<file path="src/sv/mh3_pkg.sv">
// ----------------------------------------------------------------------------
// mh3_pkg
// shared types and constants of the murmur3 bucket indexer
// ----------------------------------------------------------------------------
package mh3_pkg;

	localparam logic [31:0] MIX_C1       = 32'hcc9e2d51;
	localparam logic [31:0] MIX_C2       = 32'h1b873593;
	localparam logic [31:0] MIX_N        = 32'he6546b64;
	localparam logic [31:0] FMIX_A       = 32'h85ebca6b;
	localparam logic [31:0] FMIX_B       = 32'hc2b2ae35;
	localparam logic [31:0] BUCKET_COUNT = 32'd10000007;

	// floor(h / BUCKET_COUNT) is approximated as (h * RECIP_M) >> RECIP_SHIFT,
	// which is never more than one below the true quotient
	localparam int unsigned RECIP_SHIFT = 55;
	localparam logic [63:0] RECIP_M     = (64'd1 << RECIP_SHIFT) / 64'(BUCKET_COUNT);
	localparam int unsigned QUOT_W      = 9;

	// op queue between front and back
	localparam int unsigned QUEUE_DEPTH = 4;
	localparam int unsigned QCNT_W      = $clog2(QUEUE_DEPTH + 1);

	// register byte addresses
	localparam logic [2:0] ADDR_HASH_SEED = 3'd0;

	typedef struct packed {
		logic [31:0] key_word;
		logic [2:0]  bytes_valid;
		logic        is_last;
	} in_item_t;

	typedef struct packed {
		logic [31:0] raw_hash;
		logic [23:0] bucket_index;
	} out_item_t;

	// classified and pre-scrambled word passed from front to back
	typedef struct packed {
		logic [31:0] k;
		logic [2:0]  nbytes;
		logic        last;
	} mh3_op_t;

	localparam logic [2:0] NB_NONE = 3'd0;
	localparam logic [2:0] NB_FULL = 3'd4;

	typedef struct packed {
		logic full;
		logic empty;
		logic [QCNT_W-1:0] count;
	} mh3_qstat_t;

endpackage

</file>
<file path="src/sv/mh3_front.sv">
// ----------------------------------------------------------------------------
// mh3_front
// accepts key words, clamps the byte count, masks the tail and scrambles
// ----------------------------------------------------------------------------
module mh3_front (
	input  logic              clk,
	input  logic              arst_n,
	input  logic              in_valid,
	output logic              in_stall,
	input  mh3_pkg::in_item_t in_item,
	input  logic              q_full,
	output logic              push,
	output mh3_pkg::mh3_op_t  push_op
);
	import mh3_pkg::*;

	logic        adv;
	logic [2:0]  nb;
	logic [31:0] mask;
	logic        valid_s1, valid_s2;
	logic [31:0] k_s1, k_s2, rot;
	logic [2:0]  nb_s1, nb_s2;
	logic        last_s1, last_s2;

	// the whole front moves together; it holds only when a finished op cannot be queued
	assign adv      = !valid_s2 || !q_full;
	assign in_stall = !adv;

	always_comb begin
		if (!in_item.is_last || in_item.bytes_valid > NB_FULL)
			nb = NB_FULL;
		else
			nb = in_item.bytes_valid;
		case (nb)
			3'd1:    mask = 32'h0000_00ff;
			3'd2:    mask = 32'h0000_ffff;
			3'd3:    mask = 32'h00ff_ffff;
			default: mask = 32'hffff_ffff;
		endcase
	end

	assign rot = {k_s1[16:0], k_s1[31:17]};

	always_ff @(posedge clk or negedge arst_n) begin
		if (!arst_n) begin
			valid_s1 <= 1'b0;
			valid_s2 <= 1'b0;
		end else if (adv) begin
			valid_s1 <= in_valid;
			valid_s2 <= valid_s1;
		end
	end

	always_ff @(posedge clk) begin
		if (adv) begin
			k_s1    <= (in_item.key_word & mask) * MIX_C1;
			nb_s1   <= nb;
			last_s1 <= in_item.is_last;
			k_s2    <= rot * MIX_C2;
			nb_s2   <= nb_s1;
			last_s2 <= last_s1;
		end
	end

	assign push           = valid_s2 && !q_full;
	assign push_op.k      = k_s2;
	assign push_op.nbytes = nb_s2;
	assign push_op.last   = last_s2;

endmodule

</file>
<file path="src/sv/mh3_queue.sv">
// ----------------------------------------------------------------------------
// mh3_queue
// small fifo of scrambled ops between front and back
// ----------------------------------------------------------------------------
module mh3_queue (
	input  logic                clk,
	input  logic                arst_n,
	input  logic                push,
	input  mh3_pkg::mh3_op_t    push_op,
	input  logic                pop,
	output mh3_pkg::mh3_op_t    pop_op,
	output mh3_pkg::mh3_qstat_t stat
);
	import mh3_pkg::*;

	localparam int unsigned PtrW = (QUEUE_DEPTH > 1) ? $clog2(QUEUE_DEPTH) : 1;
	localparam int unsigned CntW = QCNT_W;

	mh3_op_t         mem_q [QUEUE_DEPTH];
	logic [PtrW-1:0] wr_ptr_q, rd_ptr_q;
	logic [CntW-1:0] count_q;

	always_ff @(posedge clk or negedge arst_n) begin
		if (!arst_n) begin
			wr_ptr_q <= '0;
			rd_ptr_q <= '0;
			count_q  <= '0;
		end else begin
			if (push)
				wr_ptr_q <= (wr_ptr_q == PtrW'(QUEUE_DEPTH - 1)) ? '0 : wr_ptr_q + 1'b1;
			if (pop)
				rd_ptr_q <= (rd_ptr_q == PtrW'(QUEUE_DEPTH - 1)) ? '0 : rd_ptr_q + 1'b1;
			if (push && !pop)
				count_q <= count_q + 1'b1;
			else if (pop && !push)
				count_q <= count_q - 1'b1;
		end
	end

	always_ff @(posedge clk) begin
		if (push)
			mem_q[wr_ptr_q] <= push_op;
	end

	assign pop_op     = mem_q[rd_ptr_q];
	assign stat.full  = (count_q == CntW'(QUEUE_DEPTH));
	assign stat.empty = (count_q == '0);
	assign stat.count = count_q;

endmodule

</file>
<file path="src/sv/mh3_back.sv">
// ----------------------------------------------------------------------------
// mh3_back
// running hash update, finalization mix and bucket reduction
// ----------------------------------------------------------------------------
module mh3_back (
	input  logic               clk,
	input  logic               arst_n,
	input  logic [31:0]        seed,
	input  logic               seed_load,
	input  logic               q_empty,
	input  mh3_pkg::mh3_op_t   op,
	output logic               pop,
	output logic               out_valid,
	input  logic               out_stall,
	output mh3_pkg::out_item_t out_item
);
	import mh3_pkg::*;

	logic        adv;
	logic [31:0] acc_q, total_q, acc_next, total_next, mixed, rot, x0, x1, y, raw;
	logic [31:0] f_s1, f_s2, raw_s3, raw_s4, raw_s5, qc_s5, rem, rem_c;
	logic [63:0] prod_s4;
	logic        v_s1, v_s2, v_s3, v_s4, v_s5, out_valid_q;
	out_item_t   out_q;

	assign adv = !out_valid_q || !out_stall;
	assign pop = adv && !q_empty;

	// block mix: rotl13 then times five plus constant
	assign mixed = acc_q ^ op.k;
	assign rot   = {mixed[18:0], mixed[31:19]};

	always_comb begin
		case (op.nbytes)
			NB_FULL:             acc_next = (rot << 2) + rot + MIX_N;
			3'd1, 3'd2, 3'd3:    acc_next = mixed;
			default:             acc_next = acc_q;
		endcase
		total_next = total_q + 32'(op.nbytes);
		x0 = acc_next ^ total_next;
		x1 = x0 ^ (x0 >> 16);
	end

	always_ff @(posedge clk or negedge arst_n) begin
		if (!arst_n) begin
			acc_q   <= '0;
			total_q <= '0;
		end else if (seed_load) begin
			acc_q   <= seed;
			total_q <= '0;
		end else if (pop) begin
			acc_q   <= op.last ? seed  : acc_next;
			total_q <= op.last ? '0    : total_next;
		end
	end

	always_ff @(posedge clk or negedge arst_n) begin
		if (!arst_n) begin
			v_s1        <= 1'b0;
			v_s2        <= 1'b0;
			v_s3        <= 1'b0;
			v_s4        <= 1'b0;
			v_s5        <= 1'b0;
			out_valid_q <= 1'b0;
		end else if (adv) begin
			v_s1        <= pop && op.last;
			v_s2        <= v_s1;
			v_s3        <= v_s2;
			v_s4        <= v_s3;
			v_s5        <= v_s4;
			out_valid_q <= v_s5;
		end
	end

	assign y   = f_s1 ^ (f_s1 >> 13);
	assign raw = f_s2 ^ (f_s2 >> 16);

	// quotient estimate is low by at most one, so a single correction suffices
	assign rem   = raw_s5 - qc_s5;
	assign rem_c = (rem >= BUCKET_COUNT) ? rem - BUCKET_COUNT : rem;

	always_ff @(posedge clk) begin
		if (adv) begin
			f_s1    <= x1 * FMIX_A;
			f_s2    <= y * FMIX_B;
			raw_s3  <= raw;
			raw_s4  <= raw_s3;
			prod_s4 <= {32'd0, raw_s3} * RECIP_M;
			raw_s5  <= raw_s4;
			qc_s5   <= 32'(prod_s4[RECIP_SHIFT +: QUOT_W]) * BUCKET_COUNT;
			out_q.raw_hash     <= raw_s5;
			out_q.bucket_index <= rem_c[23:0];
		end
	end

	assign out_valid = out_valid_q;
	assign out_item  = out_q;

endmodule

</file>
<file path="src/sv/murmur3_hash_bucket_index_top.sv">
// ----------------------------------------------------------------------------
// murmur3_hash_bucket_index_top
// streaming murmurhash3 x86_32 of a key, with the hash reduced mod 10000007
// ----------------------------------------------------------------------------
// usage:
//   in channel (in_valid / in_stall / in_item): one little-endian key word per
//   item; is_last closes the key, bytes_valid 0..4 sets its size (earlier
//   items always count as four bytes)
//   out channel (out_valid / out_stall / out_item): one item per key with the
//   raw hash and the bucket index
//   apb port: register 0 at byte address 0 is hash_seed; writing it reloads
//   the running hash and clears the byte count, so write it only when idle
// path: a last input item passes the front stages, the op queue, the back stages and the output register
// throughput: one input item per cycle while in_stall is low; the running hash update (xor, rotate,
//   times five and add) is computed combinationally from the registered running hash in the back end
// reset: seed, running hash and byte count clear to zero, the op queue empties
// stall: a stalled result freezes the back end; the op queue then fills and
//   the front end raises in_stall once it holds a finished op it cannot queue
// ----------------------------------------------------------------------------
module murmur3_hash_bucket_index_top (
	input  logic               clk,
	input  logic               arst_n,
	input  logic               in_valid,
	output logic               in_stall,
	input  mh3_pkg::in_item_t  in_item,
	output logic               out_valid,
	input  logic               out_stall,
	output mh3_pkg::out_item_t out_item,
	input  logic               psel,
	input  logic               penable,
	input  logic               pwrite,
	input  logic [2:0]         paddr,
	input  logic [31:0]        pwdata,
	output logic [31:0]        prdata,
	output logic               pready
);
	import mh3_pkg::*;

	logic        seed_load;
	logic [31:0] seed_q;
	logic [31:0] seed_now;
	logic        push, pop;
	mh3_op_t     push_op, pop_op;
	mh3_qstat_t  q_stat;

	// config register: only one, decoded on the word address bit
	assign pready    = 1'b1;
	assign seed_load = psel && penable && pwrite && (paddr[2] == ADDR_HASH_SEED[2]);
	assign prdata    = (paddr[2] == ADDR_HASH_SEED[2]) ? seed_q : 32'd0;

	// seed seen by the back end: the new value in the write cycle, else the register
	assign seed_now  = seed_load ? pwdata : seed_q;

	always_ff @(posedge clk or negedge arst_n) begin
		if (!arst_n)
			seed_q <= '0;
		else if (seed_load)
			seed_q <= pwdata;
	end

	// front end: clamp byte count, mask tail bytes, scramble the word
	mh3_front u_front (
		.clk      (clk),
		.arst_n   (arst_n),
		.in_valid (in_valid),
		.in_stall (in_stall),
		.in_item  (in_item),
		.q_full   (q_stat.full),
		.push     (push),
		.push_op  (push_op)
	);

	// decoupling queue between front and back
	mh3_queue u_queue (
		.clk     (clk),
		.arst_n  (arst_n),
		.push    (push),
		.push_op (push_op),
		.pop     (pop),
		.pop_op  (pop_op),
		.stat    (q_stat)
	);

	// back end: running hash, fmix32 and bucket reduction
	mh3_back u_back (
		.clk       (clk),
		.arst_n    (arst_n),
		.seed      (seed_now),
		.seed_load (seed_load),
		.q_empty   (q_stat.empty),
		.op        (pop_op),
		.pop       (pop),
		.out_valid (out_valid),
		.out_stall (out_stall),
		.out_item  (out_item)
	);

`ifndef SYNTHESIS
	// the queue can never report full and empty together
	a_queue_sane: assert property (@(posedge clk) disable iff (!arst_n)
		!(q_stat.full && q_stat.empty))
		else $error("op queue full and empty at once");

	// fill level stays within depth
	a_queue_bound: assert property (@(posedge clk) disable iff (!arst_n)
		q_stat.count <= QCNT_W'(QUEUE_DEPTH))
		else $error("op queue overfilled");

	// the bucket reduction always ends below the bucket count
	a_bucket_range: assert property (@(posedge clk) disable iff (!arst_n)
		out_valid |-> (32'(out_item.bucket_index) < BUCKET_COUNT))
		else $error("bucket index out of range");

	// the front only stalls while the queue is full
	a_stall_cause: assert property (@(posedge clk) disable iff (!arst_n)
		in_stall |-> q_stat.full)
		else $error("input stalled with room in the queue");
`endif

endmodule
</file>
<file path="config.mk">
export PLATFORM = sky130hd
export DESIGN_NAME = murmur3_hash_bucket_index_top
export DESIGN_NICKNAME = d
export VERILOG_FILES = /design/src/sv/mh3_pkg.sv /design/src/sv/mh3_front.sv /design/src/sv/mh3_queue.sv /design/src/sv/mh3_back.sv /design/src/sv/murmur3_hash_bucket_index_top.sv
export SDC_FILE = /design/constraint.sdc
export NUM_CORES = 2
export LEC_CHECK = 0
export ABC_CLOCK_PERIOD_IN_PS = 17300
export BUFFER_PORTS_ARGS = -buffer_cell sky130_fd_sc_hd__buf_4
export CAP_MARGIN = 20
export CORE_ASPECT_RATIO = 1.25
export CORE_MARGIN = 2
export CORE_UTILIZATION = 55
export DETAILED_ROUTE_END_ITERATION = 10
export HOLD_SLACK_MARGIN = 0.02
export PLACE_DENSITY = 0.77
export SYNTH_ARGS = -nofsm -noshare
export SYNTH_HDL_FRONTEND = slang
export SYNTH_SLANG_ARGS = --single-unit
</file>
<file path="constraint.sdc">
create_clock -name clk -period 17.3 [get_ports clk]
set_clock_uncertainty 0.05 [all_clocks]
set_input_delay 1.73 -clock clk [delete_from_list [all_inputs] [get_ports clk]]
set_output_delay 1.73 -clock clk [all_outputs]
set_load 0.03 [all_outputs]
</file>
# Word level (Yosys, flattened, before mapping)

Memory sizes are Yosys's and may differ from the RTL's.
Index checks and enable logic that the tools add are counted.

Input bits: 78
Memory bits (writable): 144
Memories kept: 1
Output and inout port bits: 91
Register bits after elaboration: 495

$add $sub $neg: 9
$mul: 6
Reduce and logical (&&, ||, !) cells: 24
$lt $le $gt $ge: 2
Equal/unequal tests: 10
Bitwise logic cells: 7
Muxes and demuxes: 18

Memory list:

| memory        | depth | bits a word | read ports | clocked after Yosys merged registers in | wr ports | line            | text |
|---|---|---|---|---|---|---|---|
| u_queue.mem_q | 4     | 36          | 1          | 0                                       | 1        | mh3_queue.sv:19 | `mh3_op_t mem_q [QUEUE_DEPTH];` |

Operators by type and width:

| operator                                                                              | count |
|---|---|
| 32-bit two-way mux                                                                    | 8 |
| 32-bit one-hot mux with 3 select lines                                                | 1 |
| 32-bit by 31-bit multiplier with 32-bit output, second input constant                 | 2 |
| 32-bit by 32-bit multiplier with 64-bit output, second input constant                 | 1 |
| 32-bit one-hot mux with 2 select lines                                                | 1 |
| 32-bit by 16-bit bitwise XOR with 32-bit output                                       | 2 |
| 32-bit bitwise XOR                                                                    | 2 |
| 32-bit by 3-bit adder with 32-bit output                                              | 1 |
| 32-bit adder                                                                          | 1 |
| 32-bit adder, second input constant                                                   | 1 |
| 32-bit AND                                                                            | 1 |
| 32-bit by 24-bit greater-or-equal comparator with 1-bit output, second input constant | 1 |
| 32-bit by 29-bit multiplier with 32-bit output, second input constant                 | 1 |
| 32-bit by 32-bit multiplier with 32-bit output, second input constant                 | 1 |
| 9-bit by 24-bit multiplier with 32-bit output, second input constant                  | 1 |
| 32-bit subtractor                                                                     | 1 |
| 32-bit by 19-bit bitwise XOR with 32-bit output                                       | 1 |
| 24-bit two-way mux                                                                    | 1 |
| 24-bit subtractor, second input constant                                              | 1 |
| 3-bit by 2-bit equality test with 1-bit output, second input constant                 | 4 |
| 1-bit zero test                                                                       | 9 |
| 3-bit two-way mux                                                                     | 3 |
| 1-bit logical AND                                                                     | 8 |
| 3-bit by 1-bit equality test with 1-bit output, second input constant                 | 2 |
| 13 further kinds                                                                      | 21 |

# Longest topological paths before layout

An unclocked memory read counts as a cell.

Depth in word-level cells: 8
Depth in mapped cells: 50
Depth with buffers taken out: 45

# Cells and area by module

Synthesis repeated with hierarchy kept, for this count alone.

Cell total of the unflattened synthesis: 7403
Area total of the unflattened synthesis: 81974.9 um2

By module, submodules not included:

| module                        | area each (um2) | instances | cells each |
|---|---|---|---|
| mh3_back                      | 56349.0         | 1         | 5318 |
| mh3_front                     | 18451.4         | 1         | 1754 |
| mh3_queue                     | 5620.4          | 1         | 225 |
| murmur3_hash_bucket_index_top | 1554.0          | 1         | 106 |

# Worst setup path after synthesis

Ideal clock, no wire load.

Path type: register -> register
Start: reg u_queue.rd_ptr_q[1]
End: reg u_back.f_s1[31] (data pin)
Setup time: 0.268 ns
Cell stages (with the launch flop): 46
Slack: 5.190 ns
Clock period less this slack: 12.110 ns
Arrival time: 11.792 ns
Cell sequence: dfrtp_1 > buf_2 > buf_1 > buf_1 > clkbuf_1 > buf_1 > mux4_2 > xnor2_1 > ha_1 > inv_1 > ha_1 > inv_1 > fa_1 > nor2b_1 > o31ai_1 > a2111oi_2 > o2111ai_1 > a31oi_1 > [... 10 more ...] > fa_1 > fa_1 > fa_1 > inv_1 > fa_1 > fa_1 > inv_1 > fa_1 > xor2_1 > xnor2_1 > xnor2_1 > xnor2_1 > xnor2_1 > xnor2_1 > xnor3_1 > xnor2_1 > xnor2_1 > xnor3_1

Cells in the longest elaborated chain, start to end: 8
Elaborated cells on any way between the ends: 14

RTL lines:

| element                                           | line            | text |
|---|---|---|
| from (decl)                                       | mh3_queue.sv:20 | `logic [PtrW-1:0] wr_ptr_q, rd_ptr_q;` |
| from (signal assigned)                            | mh3_queue.sv:32 | `rd_ptr_q <= (rd_ptr_q == PtrW'(QUEUE_DEPTH - 1)) ? '0 : rd_ptr_q + 1'b1;` |
| memory read 4 x 36 bit *                          | -               |  |
| 32-bit bitwise XOR                                | mh3_back.sv:30  | `assign mixed = acc_q ^ op.k;` |
| 32-bit adder (2 in series)                        | mh3_back.sv:35  | `NB_FULL: acc_next = (rot << 2) + rot + MIX_N;` |
| 32-bit one-hot mux with 2 select lines            | mh3_back.sv:34  | `case (op.nbytes)` |
| 32-bit bitwise XOR *                              | mh3_back.sv:40  | `x0 = acc_next ^ total_next;` |
| 32-bit by 16-bit bitwise XOR with 32-bit output * | mh3_back.sv:41  | `x1 = x0 ^ (x0 >> 16);` |
| 32-bit by 32-bit multiplier with 32-bit output *  | mh3_back.sv:84  | `f_s1 <= x1 * FMIX_A;` |
| to (signal assigned)                              | mh3_back.sv:84  |  |
| to (decl)                                         | mh3_back.sv:21  | `logic [31:0] f_s1, f_s2, raw_s3, raw_s4, raw_s5, qc_s5, rem, rem_c;` |

Mark *: on every way between the ends. The rest lies on a longest branch, timed or not.
A chain may end at the register's enable or synchronous reset.

# Worst setup path after layout

Start: reg u_queue.rd_ptr_q[0]
End: reg u_back.f_s1[31] (data pin)

Same word-level chain as after synthesis.

==> key figures <==
Outcome
  • Status: finished clean

CTS
  • Deepest clock path buffer count: 3
  • PostCTS Resize Cnt: 0
  • Clk pin slew, worst setup/hold paths: ~0.060 ns
  • CTS Buf Count: 67
  • Setup Buffers After CTS: 0
  • CTS tree: done
  • Clk sink count: slightly below 600
  • Later-pin clock latency in the skew report: around 0.67 ns
  • Hold_buf cts: 0
  • Clock root cell: clkbuf_16
  • H-Tree Depth: 3

Timing
  • Setup violators final: 0
  • RSZ-0062 raised after global routing: no
  • Tcrit/Tclk final: 79.45%
  • Max Clock Freq: 72.75 MHz
  • Fin crit period: 13.75 ns
  • Fin worst setup slack: between 3 and 4 ns
  • Slew at the pin with the worst max-slew slack: about 1.1 ns
  • Final setup TNS: 0 ns
  • Worst slew margin: between 20% and 30%
  • Slew Viols, Final: 0
  • Final hold viol count: 0
  • Hold Slack: 0.3661 ns

Synthesis
  • Ys flop type: edfxtp_1
  • Synth area leader: fa_1
  • Warning count from the yosys run: 0
  • Async set or reset register ratio after synthesis: approximately a fifth
  • Register area share after synthesis: 20.57%
  • Synth cell types: 90
  • Syn nets: just over 10000
  • Yosys reg bits: 584
  • Synth Area per Inst: about 11 um^2
  • Mapped Cells: 7676
  • Largest cells by area after synthesis: fa_1 32%, ha_1 19%, edfxtp_1 17%
  • EDFF count, synth: ~470
  • Synthesized area: approximately 0.083 mm^2
  • Synth top area share: between 30 and 40%

Floorplanning
  • Starting Density: between 50 and 60%
  • Io pins: between 150 and 200
  • Die height: 437.1 um
  • Die area: about 0.15 mm^2
  • Core Region: around 0.15 mm^2
  • Row Count: about 160
  • Chip width: 350.5 um

Global routing
  • Number of global-route vias before repair: 59220
  • Total congestion overflow: 0
  • First-pass GRT wire length: 342.8 mm
  • Largest net degree at the start of global routing: roughly 170
  • Global Route Usage Sum: a little under a third
  • Initial antenna violation count: 13

Placed design
  • Placed instance count: roughly 9800
  • Port-buffer cells: 165
  • Dpl hpwl: between 150 and 200 mm
  • Post-Place Worst Slack: 3.751 ns
  • Placer congestion estimate: around 0.99

Final layout
  • Final #Nets: 10550
  • Synth-to-Final Area Change: 7.448%
  • Commonest non-fill, non-tap cell in the layout: inv_1
  • Post-Layout Cell Count: 9951
  • FILL cells: 12320
  • Share of layout cells above drive strength 1: between 5 and 6%
  • Most frequent cells in the layout: 2182 x inv_1, 1321 x fa_1, 1263 x ha_1, 473 x edfxtp_1, 349 x xnor2_1

Flow run
  • Max Cap Viol: 0

Drt
  • Wire per inst: approximately 22 um
  • Initial DRC Count: around 3000
  • Via density: between 5 and 6
  • Via Count: between 50000 and 60000
  • Drc violations: 0
  • Routed WL: between 200 and 250 mm
  • Initial DRT Pass Iterations: 6
  • Post-route antenna net violation count: 0

Worst setup path
  • CP Data Arrival Time: around 14 ns
  • CP Launch Type: flip-flop
  • CP peak stage delay: 0.95 ns
  • CP most frequent cell: xnor2_1
  • Critical path type: flip-flop to flip-flop
  • Max stage delay cell, worst path: dfrtp_2
  • Required time worst endpoint: 17.65 ns
  • Crit end category: flip-flop
  • Crit Path Max Fanout: 28

Worst hold path
  • Hold WC Path Type: flip-flop to flip-flop
stage by stage:
step / util [%] / cell area [um^2]
3_3_place_gp: 58.09 / 86360
4_1_cts: 59.59 / 88580
2_1_floorplan: - / 82540
3_5_place_dp: 58.11 / 86390
5_1_grt: 59.66 / 88690
6_report: 59.66 / 88690
cell type report:
| type | count | area [um^2] | area share (%) |
|---|---|---|---|
| repair buffers | 215 | 1680 | 1.895 |
| inverters | 2184 | 8198 | 9.244 |
| multi-input cells | 4836 | 57090 | 64.38 |
| clock buffers | 81 | 1822 | 2.054 |
| flip-flops and latches | 584 | 16980 | 19.15 |
| diodes | 12 | 30.03 | 0.03386 |
| clock inverters | 39 | 375.4 | 0.4232 |
| well taps | 2000 | 2502 | 2.822 |
metal layers:
layer / track usage, % / wire (um)
met4: 19.24 / 16990
met3: 3.198 / 9932
met5: 0 / 0
met2: 55.18 / 117700
met1: 32.95 / 78420
cell usage after synthesis, types with 12 or more instances:
| master | instances |
|---|---|
| and3_1 | 27 |
| a21boi_0 | 13 |
| o22ai_1 | 13 |
| o211ai_1 | 31 |
| xnor2_1 | 349 |
| o21bai_1 | 41 |
| mux4_2 | 34 |
| nor2b_1 | 71 |
| fa_1 | 1321 |
| nand2b_1 | 30 |
| a21o_1 | 107 |
| mux2i_1 | 18 |
| o31ai_1 | 23 |
| a211oi_1 | 26 |
| nor3_1 | 50 |
| or3_1 | 21 |
| o21ai_1 | 13 |
| o21ai_0 | 219 |
| nand4_1 | 23 |
| dfrtp_1 | 111 |
| clkbuf_1 | 53 |
| nand2_1 | 313 |
| edfxtp_1 | 473 |
| nand3_1 | 62 |
| inv_1 | 2182 |
| a21oi_1 | 203 |
| xor2_1 | 137 |
| nor2_1 | 175 |
| mux2_2 | 12 |
| ha_1 | 1263 |
| o21a_1 | 31 |
| and2_1 | 44 |
| a31oi_1 | 20 |
cell families after synthesis:
family | synth area share, %
muxes | 1.310
other | 0.004543
AOI/OAI and AO/OA | 6.433
xor gates and xnor gates | 5.240
DFF | 20.57
adders and majority gates | 51.19
and+or+nand+nor | 4.957
buffers and inverters | 10.30
flip-flops by register name, indices dropped and copies added (netlist names), 2 cells and up:
signal / cells
u_back.raw_s5: 32
u_queue.mem_q: 144
u_back.raw_s3: 32
u_back.f_s1: 32
u_back.total_q: 32
u_front.nb_s1: 3
u_back.qc_s5: 32
u_front.k_s2: 32
u_back.f_s2: 32
u_back.acc_q: 32
u_queue.rd_ptr_q: 2
u_back.out_item: 56
u_front.nb_s2: 3
u_front.k_s1: 32
u_back.prod_s4: 10
u_queue.count_q: 3
u_back.raw_s4: 31
seed_q: 32
u_queue.wr_ptr_q: 2
critical path: cells and delay by family, from the launching register on:
family / cells / cell delay, ns
adders and majority gates: 10 / 4.54
DFF: 1 / 0.95
AOI/OAI and AO/OA: 9 / 2.63
buffers and inverters: 5 / 0.88
muxes: 2 / 0.85
xor gates and xnor gates: 13 / 3.50
final timing paths:
kind	start	to	slack (ns)	cells after the start
setup / recovery	u_queue.rd_ptr_q[0]	u_back.f_s1[31]	3.55	39
hold / removal	u_back.prod_s4[0]	u_back.raw_s5[0]	0.37	0
setup reg to reg	u_queue.rd_ptr_q[0]	u_back.f_s1[31]	3.55	39
hold reg to reg	u_back.prod_s4[0]	u_back.raw_s5[0]	0.37	0
max in group asynchronous	arst_n	seed_q[11]	14.76	2
min in group asynchronous	arst_n	u_back.v_s4	1.05	1
Power is not shown: default switching activity piles up to over one toggle a cycle in this logic, so the estimate is an artifact.
